**src/rtl/fcfl_pkg.sv**
```systemverilog
// shared types, constants and codes for the fixed chunk free list allocator
// no dependencies; imported by every module of the block
package fcfl_pkg;

    // pool geometry
    localparam int POOL_CHUNKS = 256;
    localparam int ADDR_W      = $clog2(POOL_CHUNKS);
    localparam int IDX_W       = $clog2(POOL_CHUNKS + 1);

    typedef logic [ADDR_W-1:0] chunk_addr_t;
    typedef logic [IDX_W-1:0]  chunk_idx_t;

    // end-of-list marker
    localparam chunk_idx_t EMPTY_CODE = IDX_W'(POOL_CHUNKS);

    // reset contents of the list cache: head at chunk 0, then 1, then 2
    localparam chunk_idx_t HEAD_RESET = IDX_W'(0);
    localparam chunk_idx_t LINK_RESET = IDX_W'(1);
    localparam chunk_idx_t PREF_RESET = IDX_W'(2);

    // command codes
    localparam logic CMD_ALLOC = 1'b0;
    localparam logic CMD_FREE  = 1'b1;

    // result status codes
    localparam logic [1:0] ST_OK        = 2'd0;
    localparam logic [1:0] ST_TOO_LARGE = 2'd1;
    localparam logic [1:0] ST_EXHAUSTED = 2'd2;
    localparam logic [1:0] ST_OUTSIDE   = 2'd3;

    // configuration register indexes
    localparam int CFG_IDX_W = 2;
    localparam logic [CFG_IDX_W-1:0] CFG_POOL_BASE  = 2'd0;
    localparam logic [CFG_IDX_W-1:0] CFG_UNIT_SHIFT = 2'd1;

    localparam logic [31:0] POOL_BASE_RESET  = 32'd0;
    localparam logic [3:0]  UNIT_SHIFT_RESET = 4'd6;

    // request and result beats
    typedef struct packed {
        logic        command;
        logic [15:0] request_size;
        logic [31:0] free_address;
    } req_t;

    typedef struct packed {
        logic [31:0] chunk_address;
        logic [1:0]  status;
    } rsp_t;

    // write request into the link table
    typedef struct packed {
        logic        en;
        chunk_addr_t addr;
        chunk_idx_t  data;
    } link_wr_t;

endpackage

```
**src/rtl/fcfl_link_ram.sv**
```systemverilog
// next-index link table of the free list, one write and one registered read port
// depends on fcfl_pkg; entries never written read back as their own index plus one
module fcfl_link_ram (
    input  logic                clk,
    input  logic                rst_n,
    input  fcfl_pkg::link_wr_t  wr,
    input  fcfl_pkg::chunk_addr_t rd_addr,
    output fcfl_pkg::chunk_idx_t  rd_data
);
    import fcfl_pkg::*;

    chunk_idx_t               link_mem [POOL_CHUNKS];
    logic [POOL_CHUNKS-1:0]   vld_reg;
    logic [POOL_CHUNKS-1:0]   vld_next;
    chunk_idx_t               rd_data_reg;
    chunk_addr_t              rd_addr_reg;
    logic                     rd_vld_reg;

    // storage array and its read register
    always_ff @(posedge clk)
    begin
        if (wr.en)
        begin
            link_mem[wr.addr] <= wr.data;
        end
        rd_data_reg <= link_mem[rd_addr];
        rd_addr_reg <= rd_addr;
    end

    // written-entry flags
    always_comb
    begin
        vld_next = vld_reg;
        if (wr.en)
        begin
            vld_next[wr.addr] = 1'b1;
        end
    end

    always_ff @(posedge clk or negedge rst_n)
    begin
        if (!rst_n)
        begin
            vld_reg    <= '0;
            rd_vld_reg <= 1'b0;
        end
        else
        begin
            vld_reg    <= vld_next;
            rd_vld_reg <= vld_reg[rd_addr];
        end
    end

    // untouched entries still hold their ascending reset link
    assign rd_data = rd_vld_reg ? rd_data_reg : (IDX_W'(rd_addr_reg) + IDX_W'(1));

endmodule

```
**src/rtl/fcfl_core.sv**
```systemverilog
// free list controller: head, its link and a prefetched second link, plus request decode
// depends on fcfl_pkg and fcfl_link_ram
module fcfl_core (
    input  logic           clk,
    input  logic           rst_n,
    input  logic           fire,
    input  fcfl_pkg::req_t req,
    input  logic [31:0]    cfg_base,
    input  logic [3:0]     cfg_shift,
    output fcfl_pkg::rsp_t result
);
    import fcfl_pkg::*;

    chunk_idx_t  head_reg;
    chunk_idx_t  head_next;
    chunk_idx_t  link_reg;
    chunk_idx_t  link_next;
    chunk_idx_t  pref_reg;
    chunk_idx_t  pref_next;
    logic        pref_sel_reg;
    logic        pref_sel_next;
    chunk_idx_t  pref_eff;
    chunk_idx_t  ram_rd_data;
    link_wr_t    ram_wr;

    logic [16:0] chunk_bytes;
    logic        too_large;
    logic        head_empty;
    logic [31:0] offset;
    logic [31:0] chunk_wide;
    logic        outside;
    chunk_addr_t chunk;
    chunk_idx_t  chunk_idx;
    logic [31:0] alloc_addr;
    logic        pop;
    logic        push;

    // request decode
    assign chunk_bytes = 17'(1) << cfg_shift;
    assign too_large   = {1'b0, req.request_size} > chunk_bytes;
    assign head_empty  = head_reg >= EMPTY_CODE;
    assign offset      = req.free_address - cfg_base;
    assign chunk_wide  = offset >> cfg_shift;
    assign outside     = chunk_wide >= 32'(POOL_CHUNKS);
    assign chunk       = chunk_wide[ADDR_W-1:0];
    assign chunk_idx   = IDX_W'(chunk);
    assign alloc_addr  = cfg_base + (32'(head_reg[ADDR_W-1:0]) << cfg_shift);

    assign pop  = fire && (req.command == CMD_ALLOC) && !too_large && !head_empty;
    assign push = fire && (req.command == CMD_FREE) && !outside;

    // second link comes from the table read right after a pop
    assign pref_eff = pref_sel_reg ? ram_rd_data : pref_reg;

    // result of the current beat
    always_comb
    begin
        result.chunk_address = '0;
        result.status        = ST_OK;
        if (req.command == CMD_ALLOC)
        begin
            if (too_large)
            begin
                result.status = ST_TOO_LARGE;
            end
            else if (head_empty)
            begin
                result.status = ST_EXHAUSTED;
            end
            else
            begin
                result.chunk_address = alloc_addr;
            end
        end
        else if (outside)
        begin
            result.status = ST_OUTSIDE;
        end
    end

    // list cache update
    always_comb
    begin
        head_next     = head_reg;
        link_next     = link_reg;
        pref_next     = pref_reg;
        pref_sel_next = 1'b0;
        if (pop)
        begin
            head_next     = link_reg;
            link_next     = pref_eff;
            pref_sel_next = 1'b1;
        end
        else if (push)
        begin
            head_next = chunk_idx;
            link_next = head_reg;
            // freeing the head again makes it link to itself
            pref_next = (chunk_idx == head_reg) ? head_reg : link_reg;
        end
        else if (pref_sel_reg)
        begin
            pref_next = ram_rd_data;
        end
    end

    always_ff @(posedge clk or negedge rst_n)
    begin
        if (!rst_n)
        begin
            head_reg     <= HEAD_RESET;
            link_reg     <= LINK_RESET;
            pref_reg     <= PREF_RESET;
            pref_sel_reg <= 1'b0;
        end
        else
        begin
            head_reg     <= head_next;
            link_reg     <= link_next;
            pref_reg     <= pref_next;
            pref_sel_reg <= pref_sel_next;
        end
    end

    // link table: push writes, the prefetch reads one step ahead
    assign ram_wr.en   = push;
    assign ram_wr.addr = chunk;
    assign ram_wr.data = head_reg;

    fcfl_link_ram u_link_ram (
        .clk     (clk),
        .rst_n   (rst_n),
        .wr      (ram_wr),
        .rd_addr (pref_eff[ADDR_W-1:0]),
        .rd_data (ram_rd_data)
    );

    // a pop moves the cached link into the head
    assert property (@(posedge clk) disable iff (!rst_n)
        pop |=> head_reg == $past(link_reg))
        else $error("head did not advance to the cached link after a pop");

    // the table read is used only in the cycle after a pop
    assert property (@(posedge clk) disable iff (!rst_n)
        pref_sel_reg |-> $past(pop))
        else $error("prefetch taken from the table without a preceding pop");

    // a rejected request leaves the list alone
    assert property (@(posedge clk) disable iff (!rst_n)
        (fire && !pop && !push) |=>
            (head_reg == $past(head_reg)) && (link_reg == $past(link_reg)))
        else $error("list changed on a rejected request");

endmodule

```
**src/rtl/fixed_chunk_free_list_allocator_top.sv**
```systemverilog
// top level of the fixed chunk free list allocator: request and result registers, config
// depends on fcfl_pkg and fcfl_core
//
// Pool allocator for 256 equal chunks of 2**unit_shift bytes starting at pool_base.
// An allocate beat pops the head of the free list and returns its byte address; a free
// beat rounds any address inside the pool down to its chunk and pushes that chunk.
// Every request beat gives exactly one result beat, passing through the request register
// and then the result register. One request is taken every cycle while the result side
// does not stall: the head, its link and a second link are kept in registers, and the
// link table read issued during a pop arrives in time for a pop in the very next cycle.
// The link table starts in its ascending reset order right after reset, with no clearing
// pass. Double frees are not detected. Configuration writes are taken every cycle
// (cfg_ready is always high) and should only be made while no request is in flight.
module fixed_chunk_free_list_allocator_top (
    input  logic                            clk,
    input  logic                            rst_n,
    input  logic                            req_valid,
    output logic                            req_stall,
    input  fcfl_pkg::req_t                  req_data,
    output logic                            rsp_valid,
    input  logic                            rsp_stall,
    output fcfl_pkg::rsp_t                  rsp_data,
    input  logic                            cfg_valid,
    output logic                            cfg_ready,
    input  logic [fcfl_pkg::CFG_IDX_W-1:0]  cfg_index,
    input  logic [31:0]                     cfg_data
);
    import fcfl_pkg::*;

    logic        req_vld_reg;
    logic        req_vld_next;
    req_t        req_data_reg;
    logic        rsp_vld_reg;
    logic        rsp_vld_next;
    rsp_t        rsp_data_reg;
    rsp_t        core_result;
    logic        advance;
    logic        req_take;
    logic [31:0] base_reg;
    logic [31:0] base_next;
    logic [3:0]  shift_reg;
    logic [3:0]  shift_next;

    // handshake control
    assign advance   = req_vld_reg && (!rsp_vld_reg || !rsp_stall);
    assign req_stall = req_vld_reg && !advance;
    assign req_take  = req_valid && !req_stall;

    assign req_vld_next = req_take || (req_vld_reg && !advance);
    assign rsp_vld_next = advance || (rsp_vld_reg && rsp_stall);

    always_ff @(posedge clk or negedge rst_n)
    begin
        if (!rst_n)
        begin
            req_vld_reg <= 1'b0;
            rsp_vld_reg <= 1'b0;
        end
        else
        begin
            req_vld_reg <= req_vld_next;
            rsp_vld_reg <= rsp_vld_next;
        end
    end

    // request and result beat registers
    always_ff @(posedge clk)
    begin
        if (req_take)
        begin
            req_data_reg <= req_data;
        end
        if (advance)
        begin
            rsp_data_reg <= core_result;
        end
    end

    assign rsp_valid = rsp_vld_reg;
    assign rsp_data  = rsp_data_reg;

    // configuration registers
    assign cfg_ready = 1'b1;

    always_comb
    begin
        base_next  = base_reg;
        shift_next = shift_reg;
        if (cfg_valid && cfg_ready)
        begin
            case (cfg_index)
                CFG_POOL_BASE:  base_next  = cfg_data;
                CFG_UNIT_SHIFT: shift_next = cfg_data[3:0];
                default:        base_next  = base_reg;
            endcase
        end
    end

    always_ff @(posedge clk or negedge rst_n)
    begin
        if (!rst_n)
        begin
            base_reg  <= POOL_BASE_RESET;
            shift_reg <= UNIT_SHIFT_RESET;
        end
        else
        begin
            base_reg  <= base_next;
            shift_reg <= shift_next;
        end
    end

    // free list controller
    fcfl_core u_core (
        .clk       (clk),
        .rst_n     (rst_n),
        .fire      (advance),
        .req       (req_data_reg),
        .cfg_base  (base_reg),
        .cfg_shift (shift_reg),
        .result    (core_result)
    );

    // a request that moves on shows up as a result beat in the next cycle
    assert property (@(posedge clk) disable iff (!rst_n)
        advance |=> rsp_vld_reg)
        else $error("processed request produced no result beat");

endmodule

```
**config.mk**
```make
export PLATFORM = sky130hd
export DESIGN_NAME = fixed_chunk_free_list_allocator_top
export DESIGN_NICKNAME = d
export VERILOG_FILES = /design/src/rtl/fcfl_pkg.sv /design/src/rtl/fcfl_link_ram.sv /design/src/rtl/fcfl_core.sv /design/src/rtl/fixed_chunk_free_list_allocator_top.sv
export SDC_FILE = /design/constraint.sdc
export NUM_CORES = 2
export LEC_CHECK = 0
export BUFFER_PORTS_ARGS = -buffer_cell sky130_fd_sc_hd__clkbuf_2
export CAP_MARGIN = 25
export CORE_MARGIN = 4
export CORE_UTILIZATION = 30
export DETAILED_ROUTE_END_ITERATION = 6
export GPL_TIMING_DRIVEN = 0
export PLACE_DENSITY = 0.41
export SETUP_SLACK_MARGIN = 0.05
export SYNTH_ARGS = -nofsm -noshare
export SYNTH_HDL_FRONTEND = slang
export SYNTH_SLANG_ARGS = --single-unit
```
**constraint.sdc**
```tcl
create_clock -name clk -period 9.7 [get_ports clk]
set_clock_uncertainty 0.1 [all_clocks]
set_input_delay 1.455 -clock clk [delete_from_list [all_inputs] [get_ports clk]]
set_output_delay 1.455 -clock clk [all_outputs]
set_load 0.005 [all_outputs]
```
Yosys cells after proc, flatten, opt, wreduce, memory -nomap -nowiden
Memories as Yosys holds them, arrays and structs flattened. A register that Yosys moved wholly into a read port is not among the register bits.
Index checks and enable logic that the tools add are counted.

storage, ports and cells
  logic and storage cells = 77
  input bits = 88
  memories = 1
  bits in registers = 414
  output and inout bits = 37
  bits in writable memories = 2304

memories
  name                        depth  width  read ports  clocked after memory_dff  write ports  RTL line             RTL
  u_core.u_link_ram.link_mem  256    9      1           1                         1            fcfl_link_ram.sv:12  chunk_idx_t link_mem [POOL_CHUNKS];

cells by class
  muxes and demuxes = 19
  shift-type cells = 3
  reduce and logical (&&, ||, !) cells = 25
  bitwise operators = 2
  add/sub/neg operators = 3
  magnitude comparators = 6
  equal/unequal tests = 2

operators with widths
  kind                                                                           number
  256-bit OR                                                                     1
  9-bit 2-to-1 mux                                                               8
  32-bit adder                                                                   1
  32-bit by 9-bit >= comparator with 1-bit output (second input constant)        1
  8-bit by 4-bit left shift with 32-bit output                                   1
  32-bit by 4-bit >> shifter with 32-bit output                                  1
  32-bit subtractor                                                              1
  8-bit by 9-bit less-than comparator with 1-bit output (second input constant)  2
  16-bit by 17-bit > comparator with 1-bit output                                1
  1-bit by 4-bit left shift with 17-bit output (first input constant)            1
  1-bit logical AND                                                              10
  8-bit by 1-bit adder with 9-bit output (second input constant)                 1
  8-bit by 9-bit equality test with 1-bit output                                 1
  9-bit >= comparator (second input constant)                                    1
  1-bit binary-select mux with 8-bit select                                      1
  1-bit demux with 8-bit select                                                  1
  8-bit by 1-bit >= comparator with 1-bit output (second input constant)         1
  2-bit 2-to-1 mux                                                               4
  1-bit zero test                                                                7
  1-bit 2-to-1 mux                                                               5
  2-bit AND reduction                                                            2
  1-bit logical OR                                                               3
  3-bit OR reduction                                                             1
  2-bit by 1-bit equality test with 1-bit output (second input constant)         1
  other kinds (3)                                                                3

Longest topological paths before layout
  depth after elaboration = 8
  gate-level depth with buffers = 23
  depth with buffers taken out = 19

Hierarchy
Synthesis repeated with hierarchy kept, for this count alone.

unflattened totals
  cells, all modules = 6525
  area, all modules = 113059.7 um^2

modules (own cells, without submodules)
  module                               area an instance (um^2)  seq. area each (um^2)  instances  cells an instance
  fcfl_link_ram                        101102.0                 75957.8                1          5209
  fcfl_core                            7998.9                   703.2                  1          1146
  fixed_chunk_free_list_allocator_top  3958.8                   3445.8                 1          170

Worst setup path after synthesis
OpenSTA, ideal clock, no wires.

  path type = reg2reg
  start point = register u_core.head_reg[0]
  end point = register rsp_data_reg (netlist bit rsp_data[28]), data pin
  stages on the path, launching flop included = 19
  setup time = 0.266 ns
  clock period less this slack = 7.007 ns
  path buffers = 1
  slack = 2.693 ns
  required time = 9.334 ns
  data arrival time = 6.641 ns
  cells stage by stage = dfrtp_1 buf_1 mux2i_1 o22ai_1 and2_1 ha_1 nor2b_1 o21ai_0 a21oi_1 o21ai_0 a211oi_1 o31ai_1 o211ai_1 o211ai_1 o21ai_0 a21oi_1 nor2b_1 xnor2_1 nor2_1

on the way
  longest elaborated chain between the ends = 2
  elaborated cells on any way between the ends = 4
  those cells by class = add/sub: 1; order compare: 1; shift: 1; reduce/logical: 1

RTL lines
  item                                                                                        RTL line                                   RTL
  from (decl)                                                                                 fcfl_core.sv:14                            chunk_idx_t head_reg;
  from (signal assigned)                                                                      fcfl_core.sv:118                           head_reg <= head_next;
  8-bit by 4-bit left shift with 32-bit output / 9-bit >= comparator (equally long branches)  fcfl_core.sv:47, fcfl_core.sv:41
  32-bit adder / 3-bit OR reduction (equally long branches)                                   -
  to (signal assigned)                                                                        fixed_chunk_free_list_allocator_top.sv:75  rsp_data_reg <= core_result;
  to (decl)                                                                                   fixed_chunk_free_list_allocator_top.sv:35  rsp_t rsp_data_reg;

Several ways; a longest one is shown, not always the timed one.
A chain may end at the register's enable or synchronous reset.

Worst setup path after layout
  start point = register base_reg[0]
  end point = memory u_core.u_link_ram.link_mem[87][4] (netlist name), enable pin

on the way
  longest elaborated chain between the ends = 7

RTL lines
  item                                               RTL line                                    RTL
  from (decl)                                        fixed_chunk_free_list_allocator_top.sv:39   logic [31:0] base_reg;
  from (signal assigned)                             fixed_chunk_free_list_allocator_top.sv:108  base_reg <= base_next;
  32-bit subtractor (*)                              fcfl_core.sv:42                             assign offset = req.free_address - cfg_base;
  32-bit by 4-bit >> shifter with 32-bit output (*)  fcfl_core.sv:43                             assign chunk_wide = offset >> cfg_shift;
  32-bit by 9-bit >= comparator with 1-bit output    fcfl_core.sv:44                             assign outside = chunk_wide >= 32'(POOL_CHUNKS);
  1-bit zero test                                    fcfl_core.sv:50                             assign push = fire && (req.command == CMD_FREE) && !outside;
  1-bit logical AND                                  fcfl_core.sv:50
  1-bit 2-to-1 mux                                   fcfl_link_ram.sv:22                         if (wr.en)
  1-bit 2-to-1 mux (implied by the code)             fcfl_link_ram.sv:24                         link_mem[wr.addr] <= wr.data;
  to (decl)                                          fcfl_link_ram.sv:12

Mark *: on every way between the ends. The rest lies on a longest branch, timed or not.

==> flow_metrics.py <==
metrics = {
    "status": {
        "outcome": "finished clean",
    },
    "synthesis": {
        "synthMuxAreaShare_pct": 0.518,
        "synthArstFlopShare_pct": 11.8,
        "syn_area_per_cell_sq_um": 11.8,
        "synth_xor_area_share_pct": 0.496,
        "synth_edf_count": 2387,
        "syn-num-nets": 9851,
        "syn_area_sq_um": 115000,
        "yosys_most_used_dff": "edfxtp_1",
        "ys_ff_latch": 2727,
        "synth_top_family_by_area": "simple AND/OR/NAND/NOR gates",
        "syn_inst": 9689,
        "synth_cell_types": 89,
        "yosys.area_share.simple_pct": 17.9,
        "synth_seq_area_share_pct": 69.8,
        "synthAdderAreaFrac_pct": 0.820,
        "synth_compound_area_share_pct": 7.89,
        "ys_warn_count": 0,
    },
    "placed_design": {
        "place_congestion": 0.979,
        "place_inst": 15031,
        "place_ws_ns": 2.74,
        "dpl_cell_area_sq_um": 126000,
        "port_buffers": 123,
        "post-dp-hpwl_um": 370000,
    },
    "power_and_ir_drop": {
        "power_mw": 47.0,
        "leakagePower_nw": 47.5,
        "ir_drop_v": 0.000221,
        "power_density_nw_per_um2": 345,
    },
    "timing": {
        "timing.fmax_ghz": 0.144,
        "worst_pin_slew_ns": 1.21,
        "hold_viol": 0,
        "relSlewSlack_pct": 18.5,
        "slew_violations": 0,
        "period_share_pct": 71.8,
        "fin_ws_ns": 2.73,
        "fin_crit_ns": 6.97,
        "rsz0062_at_grt": "false",
        "setup_viol": 0,
    },
    "clock_network": {
        "htree_levels": 5,
        "clkTransAtPathRegs_ns": 0.06,
        "cts_tree": "built",
        "cts_resized": 0,
        "cts_sinks": 2727,
        "cts_buffer_depth": 4,
        "root_buffer": "clkbuf_16",
        "numCtsBuffers": 319,
        "insertion_delay_ns": 0.94,
        "post_cts_buffers": 0,
        "holdBufCountCts": 0,
    },
    "detailed_routing": {
        "drt-pass1-iter-count": 6,
        "postRouteWirelength_um": 497000,
        "first_iter_violations": 9434,
        "remaining_drc_errors": 0,
        "final_antenna_net_count": 0,
        "wl_per_cell_um": 31.8,
        "vias": 84219,
        "via_per_inst": 5.38,
    },
    "setup_path": {
        "critPathCapture": "u_core.u_link_ram.link_mem[87][4]",
        "worst-endpoint-arrival_ns": 7.41,
        "required_ns": 10.14,
        "crit_fanout": 9,
        "critPathLaunchType": "register",
        "cpMaxStageDelayCell": "a221oi_2",
        "crit_chain": "ha_1 -> fa_1 -> nor2b_1 -> o211ai_1 -> a21boi_1 -> o31ai_1 -> xor2_1 -> a221oi_1 -> o21ai_0 -> a221oi_2 -> nand2b_1 -> nor2_1 -> nand2_1 -> buf_16 -> nor2_1",
        "critPathLaunch": "base_reg[0]",
        "reg2reg_to": "u_core.u_link_ram.link_mem[87][4]",
        "reg2reg_from": "base_reg[0]",
        "crit_top_cell": "nor2_1",
        "r2r.worst_path.cells": 15,
        "worst_path_largest_cell_delay_ns": 0.97,
        "crit_type": "reg2reg",
        "regToRegSetupSlack_ns": 2.73,
        "cp-end-kind": "register",
    },
    "global_route": {
        "grt_overflow_total": 0,
        "groute.layer.met2.usage_pct": 38.9,
        "top_usage_layer": "met2",
        "met3_usage_pct": 5.07,
        "grt_first_pass_wirelength_um": 673000,
        "track_usage_pct": 24.6,
        "grt_pass1_vias": 80399,
        "grt_use_met1_pct": 33.1,
        "grt_max_degree": 85,
        "grt_antenna_before_repair": 40,
    },
    "layout": {
        "final_nets": 10510,
        "fin_util_pct": 35.8,
        "syn_to_final_growth_pct": 18.6,
        "largest_reg_flops": 2304,
        "regArea_sq_um": 80100,
        "multi_input_area_sq_um": 31800,
        "finalNonFillerCells": 15642,
        "stdcell_area_sq_um": 136000,
        "layout-drive-gt1-share_pct": 9.17,
        "nFillCells": 37267,
    },
    "floorplanning": {
        "coreArea_sq_um": 380000,
        "ios": 125,
        "die_width_um": 626,
        "initial_core_util_pct": 30.2,
        "rows": 226,
        "dieArea_sq_um": 392000,
        "fp.dieH_um": 626,
    },
    "worst_hold_path": {
        "min_path_type": "in2async",
    },
    "run": {
        "cap_violations": 0,
    },
}
## how the worst min path moves through the flow
stage	end	cells past startpoint	slack, ns	startpoint
2_1_floorplan	u_core.u_link_ram.vld_reg[0]	1	0.34	u_core.u_link_ram.vld_reg[0]
3_3_place_gp	u_core.u_link_ram.vld_reg[172]	1	0.36	u_core.u_link_ram.vld_reg[172]
3_5_place_dp	u_core.u_link_ram.vld_reg[169]	1	0.36	u_core.u_link_ram.vld_reg[169]
4_1_cts	base_reg[13]	1	0.23	rst_n
5_1_grt	base_reg[14]	1	0.26	rst_n
6_report	base_reg[14]	1	0.31	rst_n
## cell usage in the layout, fill, tap and decap left out, types with 18 or more instances in the layout
cell type / synthesis / final
buf_16: 0 / 84
buf_8: 0 / 57
buf_2: 64 / 94
buf_4: 2 / 23
nor2_1: 382 / 382
o21ai_0: 92 / 92
ha_1: 72 / 72
clkbuf_16: 0 / 326
o21bai_1: 261 / 261
a311oi_2: 1 / 28
a31oi_1: 48 / 48
a21oi_1: 149 / 149
a211oi_1: 45 / 45
nand2_1: 2770 / 2766
xnor2_1: 52 / 52
clkbuf_1: 554 / 615
clkinv_1: 2 / 61
buf_1: 66 / 63
clkbuf_2: 0 / 140
bufinv_16: 0 / 22
and3_1: 171 / 171
a311oi_1: 442 / 415
nand3_1: 1311 / 1311
mux2i_1: 38 / 37
dfrtp_1: 319 / 310
a21o_1: 36 / 36
clkinv_2: 0 / 42
clkbuf_8: 0 / 29
inv_1: 75 / 75
nor3_1: 67 / 67
nand2b_1: 18 / 18
edfxtp_1: 2387 / 2387
## stage by stage
step                hold WS, ns  setup TNS, ns
CTS                       0.228              0
finish                    0.308              0
floorplan                 0.343              0
global route              0.260              0
detailed placement        0.362              0
global placement          0.357       -4010.16
## metal layers
layer / vias to the layer above / share of wire [%]
met3: 799 / 7.7
met5: - / 0.012
met2: 3520 / 45
met4: 10 / 4.6
li1: 36684 / -
met1: 43206 / 42
## critical path, delay by kind of cell, from the launching register on
kind | cells | cell delay, ns
flops | 1 | 0.41
buf+inv | 1 | 0.40
compound gates | 6 | 2.66
simple gates | 5 | 2.13
xor+xnor | 1 | 0.21
fa+ha+maj | 2 | 0.62
## Yosys cell counts, types with 52 or more instances
cell | n | share of area, %
xnor2_1 | 52 | 0.40
and3_1 | 171 | 0.93
buf_1 | 66 | 0.22
inv_1 | 75 | 0.25
buf_2 | 64 | 0.28
edfxtp_1 | 2387 | 62
nand2_1 | 2770 | 9.1
nand3_1 | 1311 | 5.7
o21bai_1 | 261 | 1.7
a311oi_1 | 442 | 3.4
ha_1 | 72 | 0.79
clkbuf_1 | 554 | 1.8
nor3_1 | 67 | 0.29
a21oi_1 | 149 | 0.65
nor2_1 | 382 | 1.2
dfrtp_1 | 319 | 7.0
o21ai_0 | 92 | 0.40
## power by group
group          total [mW]  switching (mW)  leakage, nW  internal, mW
clock                12.0            5.05         5.00          6.97
combinational        20.2            15.5         16.4          4.68
sequential           14.8           0.370         26.1          14.4
total                47.0            20.9         47.5          26.0
## layout make-up
type	count	area share (%)
Clock buffer	430	6.47
Inverter	79	0.218
Antenna cell	15	0.0276
Tap cell	5016	4.61
Timing Repair Buffer	338	3.29
Buffer	686	1.98
Clock inverter	154	1.10
Sequential cell	2727	58.9
Multi-Input combinational cell	6197	23.4
## cells by family after synthesis
family	Yosys count
AO/OA/AOI/OAI	1201
XOR/XNOR	65
adder cells (fa/ha/maj)	74
buffers and inverters	765
flip-flops	2727
multiplexers	54
other	1
AND/OR/NAND/NOR	4802
No activity file was read; power rests on OpenSTA's default activity.
